**src/rtl/sact_ram.sv**
```systemverilog
module sact_ram #(
  parameter int unsigned WIDTH = 8,
  parameter int unsigned DEPTH = 16
) (
  input  logic                                   clk_i,
  input  logic                                   we_i,
  input  logic [((DEPTH > 1) ? $clog2(DEPTH) : 1)-1:0] waddr_i,
  input  logic [WIDTH-1:0]                       wdata_i,
  input  logic                                   re_i,
  input  logic [((DEPTH > 1) ? $clog2(DEPTH) : 1)-1:0] raddr_i,
  output logic [WIDTH-1:0]                       rdata_o
);

  logic [WIDTH-1:0] mem_q [DEPTH];
  logic [WIDTH-1:0] rdata_q;

  // one write port, one registered read port
  always_ff @(posedge clk_i) begin
    if (we_i) begin
      mem_q[waddr_i] <= wdata_i;
    end
    if (re_i) begin
      rdata_q <= mem_q[raddr_i];
    end
  end

  assign rdata_o = rdata_q;

endmodule

```
**config.mk**
```make
export PLATFORM = sky130hd
export DESIGN_NAME = sact_ram
export DESIGN_NICKNAME = d
export VERILOG_FILES = /design/src/rtl/sact_ram.sv
export SDC_FILE = /design/constraint.sdc
export NUM_CORES = 1
export LEC_CHECK = 0
export BUFFER_PORTS_ARGS = -buffer_cell sky130_fd_sc_hd__buf_2
export CORE_ASPECT_RATIO = 0.7
export CORE_UTILIZATION = 65
export DETAILED_ROUTE_END_ITERATION = 6
export PLACE_DENSITY = 0.84
export SETUP_SLACK_MARGIN = 0.4
export SLEW_MARGIN = 20
export SYNTH_ARGS = -nofsm -noshare
export SYNTH_HDL_FRONTEND = slang
export SYNTH_SLANG_ARGS = --single-unit
```
**constraint.sdc**
```tcl
create_clock -name clk_i -period 5.2 [get_ports clk_i]
set_clock_uncertainty 0.2 [all_clocks]
set_input_delay 1.3 -clock clk_i [delete_from_list [all_inputs] [get_ports clk_i]]
set_output_delay 1.3 -clock clk_i [all_outputs]
set_load 0.05 [all_outputs]
```
==> impl_metrics.env, run 1 <==
export IMPL_r2r_start="mem_q[1][0]"
export IMPL_cpLargestDelayFamily="buffers and inverters"
export IMPL_ys_warn_count=0
export IMPL_power_density_nw_per_um2=397
export IMPL_synth_edf_count=136
export IMPL_min_path_type="reg2reg"
export IMPL_cap_violations=0
export IMPL_route_detailed_drc=0
export IMPL_dieWidth_um=109
export IMPL_via_per_inst=6.54
export IMPL_area_growth_pct=12.9
export IMPL_r2r_end="rdata_o[0]"
export IMPL_fin_area_um2=5900
export IMPL_post_synth_num_cell_types=18
export IMPL_setup_viol=0
export IMPL_path_max_fanout=32
export IMPL_synth_fp_nets=248
export IMPL_ir_drop_mv=0.324
export IMPL_regToRegSetupSlack_ns=3.50
export IMPL_numCtsBuffers=17
export IMPL_h_tree_depth=4
export IMPL_core_area_um2=7550
export IMPL_fin_crit_sh=0.610
export IMPL_yosysTopAreaCell="edfxtp_1"
export IMPL_die_area_um2=8410
export IMPL_overflow=0
export IMPL_worstMarginPinSlew_ns=1.05
export IMPL_cts_tree="built"
export IMPL_hold_buffers=0
export IMPL_yosysMostFrequentCell="edfxtp_1"
export IMPL_totalPowerFinal_mw=2.34
export IMPL_critical_path_class="in2reg"
export IMPL_min_path_cells=3
export IMPL_async_flop_share=0
export IMPL_wl_um=9530
export IMPL_n_antenna_cell=0
export IMPL_status="completed"
export IMPL_slew_headroom=0.303
export IMPL_drive_above_1_share=0.252
export IMPL_clock_sinks=136
export IMPL_grt_pass1_wl_um=14100
export IMPL_worst_ep_arrival_time_ns=3.13
export IMPL_ff_latch_area_um2=4080
export IMPL_postSynthCellCount=229
export IMPL_startpoint_type="input pin"
export IMPL_fmax_mhz=315
export IMPL_synthXorXnorAreaFrac=0
export IMPL_synthMuxAreaShare=0.148
export IMPL_cts_resized=0
export IMPL_place_ws_ns=1.57
export IMPL_seq_area_frac_synth=0.781
export IMPL_placed_area_um2=5420
export IMPL_crit_buf_inv=1
export IMPL_hold_end="rdata_o[3]"
export IMPL_grt_use_total=0.259
export IMPL_r2r_cells=3
export IMPL_hp_start="mem_q[4][3]"
export IMPL_synth_top_family_by_area="multiplexers"
export IMPL_yosys_area_share_simple=0.0314
export IMPL_finalHoldViolCount=0
export IMPL_syn_cell_area_um2=5230
export IMPL_cts_setup_buffers=0
export IMPL_ys_top_cells_by_area="edfxtp_1, mux4_2, mux4_1"
export IMPL_drt_wirelength_per_cell_um=25.3
export IMPL_antenna_found_initial=0
export IMPL_rsz0062_at_grt="no"
export IMPL_fill_cells=394
export IMPL_vias=2460
export IMPL_yosys_area_top_type_share=0.781
export IMPL_slowest_delay_ns=0.78
export IMPL_clkLatencyLatePin_ns=0.41
export IMPL_start_util=0.693
export IMPL_io_buffers=26
export IMPL_avgSynthCellArea_um2=22.8
export IMPL_ys_ff_latch=136
export IMPL_synth_common_cells="edfxtp_1, mux4_2, a22oi_1, mux4_1, nor2_1"
export IMPL_worstPathCellList="buf_2, mux4_1, a22oi_1, nand2_1"
export IMPL_synth_ff_type="edfxtp_1"
export IMPL_num_rows=26
export IMPL_antenna_left=0
export IMPL_max_clock_path_buffers=2
export IMPL_die_h_um=77.0
export IMPL_place_gp_congestion=0.726
export IMPL_drt_iter0_markers=259
export IMPL_cp_data_required_time_ns=5.16
export IMPL_synth_compound_area_frac=0.0230
export IMPL_hpwl_um=5850
export IMPL_synth_adder_area_share=0
export IMPL_period_needed_ns=3.17
export IMPL_finalSetupTns_ns=0
export IMPL_dr_pass1_iters=4
export IMPL_grt_pass1_vias=2387
export IMPL_cts_root_buf="clkbuf_16"
export IMPL_grt_max_degree=33
export IMPL_multiInputGateArea_um2=1060
export IMPL_p_leak_nw=1.97
export IMPL_nets=287
export IMPL_endpoint_kind="flip-flop"
export IMPL_cts_clk_slew_worst_paths_ns=0.05
export IMPL_critPathSlowestCell="buf_2"
export IMPL_slew_violations=0
export IMPL_io_pins=27
export IMPL_worst_slack_ns=2.03
==> through the flow <==
stage          hold slack (ns)  utilization  instances
4_1_cts                  0.551        0.782        376
5_1_grt                  0.597        0.782        376
3_3_place_gp             0.534        0.719        347
2_1_floorplan            0.505            -        229
3_5_place_dp             0.539        0.719        347
6_report                 0.549        0.782        376
==> cells by family (layout without fill, tap and decap cells) <==
group / Yosys count / after routing
compound gates: 16 / 16
buf+inv: 10 / 59
flops: 136 / 136
mux: 32 / 32
simple gates: 35 / 35
==> how the worst max path moves through the flow <==
stage | start | slack, ns | cells after the start | to
floorplan | waddr_i[2] | 2.21 | 2 | mem_q[0][0]
global placement | raddr_i[0] | 1.58 | 4 | rdata_o[0]
detailed placement | raddr_i[0] | 1.57 | 4 | rdata_o[0]
CTS | raddr_i[0] | 2.01 | 4 | rdata_o[0]
global route | raddr_i[0] | 1.90 | 4 | rdata_o[0]
finish | raddr_i[0] | 2.03 | 4 | rdata_o[0]
==> report_power, final <==
part | switching (mW) | total [mW] | internal, mW
Combinational | 0.0799 | 0.123 | 0.0432
Sequential | 0.00685 | 1.24 | 1.24
Clock | 0.389 | 0.976 | 0.588
==> layer usage <==
layer | track usage | wire length, um
met1 | 0.404 | 4100
met2 | 0.357 | 4360
met3 | 0.0748 | 995
met4 | 0.0920 | 76
met5 | 0 | 0
==> layout by cell type (no fill, tap or decap), types with 4 or more instances in the layout <==
cell type,synthesis,routed
mux4_2,18,18
clkbuf_1,0,4
nor3_1,4,4
clkbuf_16,0,17
nor2_1,13,13
edfxtp_1,136,136
clkinv_1,0,4
clkinv_2,0,4
a22oi_1,16,16
buf_4,1,4
mux4_1,14,14
buf_2,3,26
nand2_1,9,9
==> area by class of cell <==
type	count	area share
multi-input cells	83	0.179
clock buffers	21	0.0747
well taps	98	0.0208
repair buffers	30	0.0271
flip-flops and latches	136	0.692
clock inverters	8	0.00594
==> flip-flops by register name, summed over array words and instances (netlist names) <==
signal,count
mem_q,128
rdata_o,8
==> worst register-to-register path: cells and delay by family (launching register included) <==
| kind | cells | cell delay (ns) |
|---|---|---|
| mux | 1 | 0.53 |
| compound gates | 1 | 0.28 |
| simple gates | 1 | 0.08 |
| flops | 1 | 0.36 |
No activity file was read; power rests on OpenSTA's default activity.
==> run 2: changes to the inputs <==
--- a/config.mk
+++ b/config.mk
@@ -7,9 +7,9 @@
 export LEC_CHECK = 0
 export BUFFER_PORTS_ARGS = -buffer_cell sky130_fd_sc_hd__buf_2
 export CORE_ASPECT_RATIO = 0.7
-export CORE_UTILIZATION = 65
+export CORE_UTILIZATION = 60
 export DETAILED_ROUTE_END_ITERATION = 6
-export PLACE_DENSITY = 0.84
+export PLACE_DENSITY = 0.78
 export SETUP_SLACK_MARGIN = 0.4
 export SLEW_MARGIN = 20
 export SYNTH_ARGS = -nofsm -noshare
==> constraint.sdc (replaced) <==
create_clock -name clk_i -period 2.95 [get_ports clk_i]
set_clock_uncertainty 0.2 [all_clocks]
set_input_delay 0.7375 -clock clk_i [delete_from_list [all_inputs] [get_ports clk_i]]
set_output_delay 0.7375 -clock clk_i [all_outputs]
set_load 0.05 [all_outputs]
==> impl_metrics.env, run 2 (synthesis gave the netlist of run 1 again) <==
export IMPL_dr_pass1_iters=5
export IMPL_max_clock_path_buffers=2
export IMPL_ir_drop_mv=0.587
export IMPL_hold_buffers=0
export IMPL_p_int_mw=3.76
export IMPL_place_gp_congestion=0.720
export IMPL_nets=301
export IMPL_cts_clk_slew_worst_paths_ns=0.06
export IMPL_cts_setup_buffers=0
export IMPL_n_antenna_cell=0
export IMPL_final_common_cell="edfxtp_1"
export IMPL_period_needed_ns=2.10
export IMPL_final_util=0.738
export IMPL_grtUsageMet3=0.0649
export IMPL_met1_usage=0.366
export IMPL_power_density_nw_per_um2=755
export IMPL_wl_um=9890
export IMPL_finalSetupTns_ns=0
export IMPL_power_frac_comb=0.048
export IMPL_largest_register="mem_q"
export IMPL_min_path_type="in2reg"
export IMPL_worstMarginPinSlew_ns=0.695
export IMPL_antenna_found_initial=0
export IMPL_io_pins=27
export IMPL_core_area_um2=8440
export IMPL_endpoint_kind="flip-flop"
export IMPL_area_growth_pct=19.2
export IMPL_num_rows=28
export IMPL_power_frac_clock=0.486
export IMPL_grt_pass1_vias=2503
export IMPL_drt_wirelength_per_cell_um=23.8
export IMPL_cap_violations=0
export IMPL_slew_headroom=0.535
export IMPL_cts_root_buf="clkbuf_16"
export IMPL_grt_use_total=0.252
export IMPL_h_tree_depth=4
export IMPL_drt_iter0_markers=287
export IMPL_cp_data_required_time_ns=2.91
export IMPL_clock_sinks=136
export IMPL_clkLatencyLatePin_ns=0.41
export IMPL_grt_max_degree=33
export IMPL_drive_above_1_share=0.319
export IMPL_via_per_inst=6.13
export IMPL_worst_ep_arrival_time_ns=2.06
export IMPL_totalPowerFinal_mw=4.70
export IMPL_p_sw_frac=0.200
export IMPL_die_area_um2=9100
export IMPL_regToRegSetupSlack_ns=1.24
export IMPL_fmax_mhz=475
export IMPL_status="completed"
export IMPL_numCtsBuffers=17
export IMPL_dieWidth_um=114
export IMPL_power_switching_uw=941
export IMPL_rsz0062_at_grt="no"
export IMPL_cts_tree="built"
export IMPL_grt_busiest_layer="met2"
export IMPL_antenna_left=0
export IMPL_die_h_um=80.1
export IMPL_start_util=0.619
export IMPL_p_leak_nw=2.12
export IMPL_cts_resized=0
export IMPL_finalHoldViolCount=0
export IMPL_grt_pass1_wl_um=15000
export IMPL_most_common_layout_cells="edfxtp_1, buf_2, mux4_2, clkbuf_16"
export IMPL_slew_violations=0
export IMPL_gr_usage_met2=0.369
export IMPL_io_buffers=26
export IMPL_sequentialPowerShare=0.466
export IMPL_fin_crit_sh=0.713
export IMPL_setup_viol=0
export IMPL_startpoint_type="input pin"
export IMPL_critical_path_class="in2reg"
export IMPL_hpwl_um=6040
export IMPL_overflow=0
export IMPL_route_detailed_drc=0
export IMPL_vias=2544
export IMPL_largest_register_ffs=128
export IMPL_path_max_fanout=32
-- run 2: area by class of cell --
cell class                 instances  area (um^2)
clock buffer                      17          425
clock inverter                    15          225
fill                             460         2210
multi-input combinational         83         1060
sequential                       136         4080
tap                              120          150
timing repair buffer              44          290
-- run 2: per-layer routing --
| layer | wire (um) | vias up |
|---|---|---|
| met5 | 0 | - |
| met4 | 125 | 0 |
| met3 | 861 | 10 |
| met2 | 4640 | 118 |
| met1 | 4270 | 1319 |
| li1 | - | 1097 |
-- run 2: final timing paths --
path | cells past startpoint | endpoint | start
worst max-delay path | 5 | rdata_o[1] | raddr_i[0]
worst min register to register | 3 | rdata_o[6] | mem_q[4][6]
worst max register to register | 3 | rdata_o[7] | mem_q[10][7]
worst min-delay path | 1 | mem_q[7][1] | wdata_i[1]
-- run 2: per-stage QoR --
stage	setup slack (ns)	cell area, um^2	std cells	hold WS (ns)
floorplan	0.520	5230	229	0.505
global placement	0.456	5580	383	0.535
detailed placement	0.421	5580	383	0.548
CTS	0.846	6230	415	0.492
global route	0.737	6230	415	0.496
finish	0.846	6230	415	0.508
-- run 2: power groups by stage --
stage / combinational (mW) / sequential, mW / clock [mW]
2_1_floorplan: 0.110 / 2.26 / 0
3_3_place_gp: 0.222 / 2.23 / 0
3_5_place_dp: 0.229 / 2.23 / 0
4_1_cts: 0.231 / 2.19 / 2.32
5_1_grt: 0.245 / 2.19 / 2.39
6_report: 0.228 / 2.19 / 2.29
-- run 2: critical path: stages --
cell and delay, ns:
buf_2 0.10, buf_12 0.25, mux4_1 0.62, a22oi_1 0.26, nand2_1 0.08
==> run 3: changes to the inputs <==
--- a/config.mk
+++ b/config.mk
@@ -7,9 +7,9 @@
 export LEC_CHECK = 0
 export BUFFER_PORTS_ARGS = -buffer_cell sky130_fd_sc_hd__buf_2
 export CORE_ASPECT_RATIO = 0.7
-export CORE_UTILIZATION = 60
+export CORE_UTILIZATION = 54
 export DETAILED_ROUTE_END_ITERATION = 6
-export PLACE_DENSITY = 0.78
+export PLACE_DENSITY = 0.74
 export SETUP_SLACK_MARGIN = 0.4
 export SLEW_MARGIN = 20
 export SYNTH_ARGS = -nofsm -noshare
==> constraint.sdc (replaced) <==
create_clock -name clk_i -period 1.8 [get_ports clk_i]
set_clock_uncertainty 0.2 [all_clocks]
set_input_delay 0.45 -clock clk_i [delete_from_list [all_inputs] [get_ports clk_i]]
set_output_delay 0.45 -clock clk_i [all_outputs]
set_load 0.05 [all_outputs]
==> impl_metrics.env, run 3 (synthesis gave the netlist of run 1 again) <==
export IMPL_status="completed"
export IMPL_n_antenna_cell=0
export IMPL_h_tree_depth=4
export IMPL_most_common_layout_cells="edfxtp_1, mux4_2, clkbuf_16, buf_12, buf_2"
export IMPL_crit_buf_inv=1
export IMPL_fmax_mhz=595
export IMPL_numCtsBuffers=17
export IMPL_cap_violations=0
export IMPL_grt_pass1_wl_um=15400
export IMPL_largest_register_ffs=128
export IMPL_totalPowerFinal_mw=7.30
export IMPL_vias=2536
export IMPL_grt_max_degree=17
export IMPL_hpwl_um=6520
export IMPL_cts_clk_slew_worst_paths_ns=0.06
export IMPL_r2r_start="mem_q[11][1]"
export IMPL_clkLatencyLatePin_ns=0.41
export IMPL_io_buffers=26
export IMPL_final_common_cell="edfxtp_1"
export IMPL_rsz0062_at_grt="yes"
export IMPL_worst_slack_ns=0.120
export IMPL_ir_drop_mv=0.641
export IMPL_die_area_um2=10100
export IMPL_place_ws_ns=-0.402
export IMPL_startpoint_type="flip-flop"
export IMPL_multiInputGateArea_um2=1240
export IMPL_power_density_nw_per_um2=1100
export IMPL_clock_sinks=136
export IMPL_area_growth_pct=27.2
export IMPL_cts_root_buf="clkbuf_16"
export IMPL_min_path_cells=1
export IMPL_start_util=0.567
export IMPL_hold_buffers=0
export IMPL_regToRegSetupSlack_ns=0.21
export IMPL_worstMarginPinSlew_ns=0.625
export IMPL_nets=309
export IMPL_die_h_um=84.3
export IMPL_finalHoldViolCount=0
export IMPL_antenna_left=0
export IMPL_period_needed_ns=1.68
export IMPL_cp_data_required_time_ns=1.15
export IMPL_fill_cells=535
export IMPL_drive_above_1_share=0.474
export IMPL_dieWidth_um=120
export IMPL_worstPathCellList="buf_6"
export IMPL_max_clock_path_buffers=2
export IMPL_cpLargestDelayFamily="flip-flops"
export IMPL_endpoint_kind="output port"
export IMPL_worst_ep_arrival_time_ns=1.03
export IMPL_num_rows=29
export IMPL_dp_cells=390
export IMPL_route_detailed_drc=0
export IMPL_critPathSlowestCell="edfxtp_1"
export IMPL_r2r_cells=3
export IMPL_place_gp_congestion=0.723
export IMPL_slew_headroom=0.583
export IMPL_r2r_end="rdata_o[1]"
export IMPL_dr_pass1_iters=5
export IMPL_antenna_found_initial=0
export IMPL_grt_pass1_vias=2579
export IMPL_slew_violations=0
export IMPL_p_leak_nw=2.16
export IMPL_final_util=0.721
export IMPL_drt_wirelength_per_cell_um=24.3
export IMPL_min_path_type="in2reg"
export IMPL_largest_register="mem_q"
export IMPL_fin_crit_sh=0.933
export IMPL_cts_tree="built"
export IMPL_fin_cells=426
export IMPL_ff_latch_area_um2=4080
export IMPL_via_per_inst=5.95
export IMPL_grt_use_total=0.225
export IMPL_path_max_fanout=1
export IMPL_hp_start="wdata_i[0]"
export IMPL_setup_viol=0
export IMPL_drt_iter0_markers=252
export IMPL_slowest_delay_ns=0.43
export IMPL_critical_path_class="reg2out"
export IMPL_core_area_um2=9220
export IMPL_hold_end="mem_q[0][0]"
export IMPL_io_pins=27
export IMPL_overflow=0
export IMPL_wl_um=10400
-- run 3: power breakdown --
| group | switching (mW) | leakage (nW) | internal, mW |
|---|---|---|---|
| Clock | 1.20 | 0.256 | 2.00 |
| Sequential | 0.0235 | 1.24 | 3.57 |
| Combinational | 0.285 | 0.673 | 0.222 |
-- run 3: per-layer routing --
metal | track usage | part of all wire
met3 | 0.0700 | 0.10
met4 | 0.0841 | 0.0085
met5 | 0 | 0
met2 | 0.348 | 0.50
met1 | 0.307 | 0.39
-- run 3: cell type report --
| class | count | share of cell area |
|---|---|---|
| Sequential cell | 136 | 0.614 |
| Multi-Input combinational cell | 83 | 0.186 |
| Timing Repair Buffer | 52 | 0.0941 |
| Clock buffer | 20 | 0.0657 |
| Tap cell | 124 | 0.0233 |
| Clock inverter | 11 | 0.0162 |
-- run 3: metrics by stage --
stage	setup TNS [ns]	cell area, um^2	hold WS, ns
2_1_floorplan	-0.392	5380	0.349
3_3_place_gp	-6.00	5830	0.533
5_1_grt	0	6650	0.221
4_1_cts	0	6540	0.196
3_5_place_dp	-6.68	5830	0.546
6_report	0	6650	0.228
-- run 3: how the worst max path moves through the flow --
| stage | start | endpoint | slack, ns | cells after the start |
|---|---|---|---|---|
| 2_1_floorplan | raddr_i[0] | rdata_o[1] | -0.05 | 5 |
| 3_3_place_gp | raddr_i[0] | rdata_o[4] | -0.37 | 5 |
| 3_5_place_dp | raddr_i[0] | rdata_o[4] | -0.40 | 5 |
| 4_1_cts | rdata_o[4] | rdata_o[4] | 0.09 | 1 |
| 5_1_grt | rdata_o[6] | rdata_o[6] | 0.09 | 1 |
| 6_report | rdata_o[6] | rdata_o[6] | 0.12 | 1 |
-- run 3: timing repair --
action | CTS | global route
setup buffers | 0 | 4
resized for setup | 38 | 8
pin swaps | 9 | 7
gates cloned | 1 | 0
endpoints found under the setup margin | 51 | 88
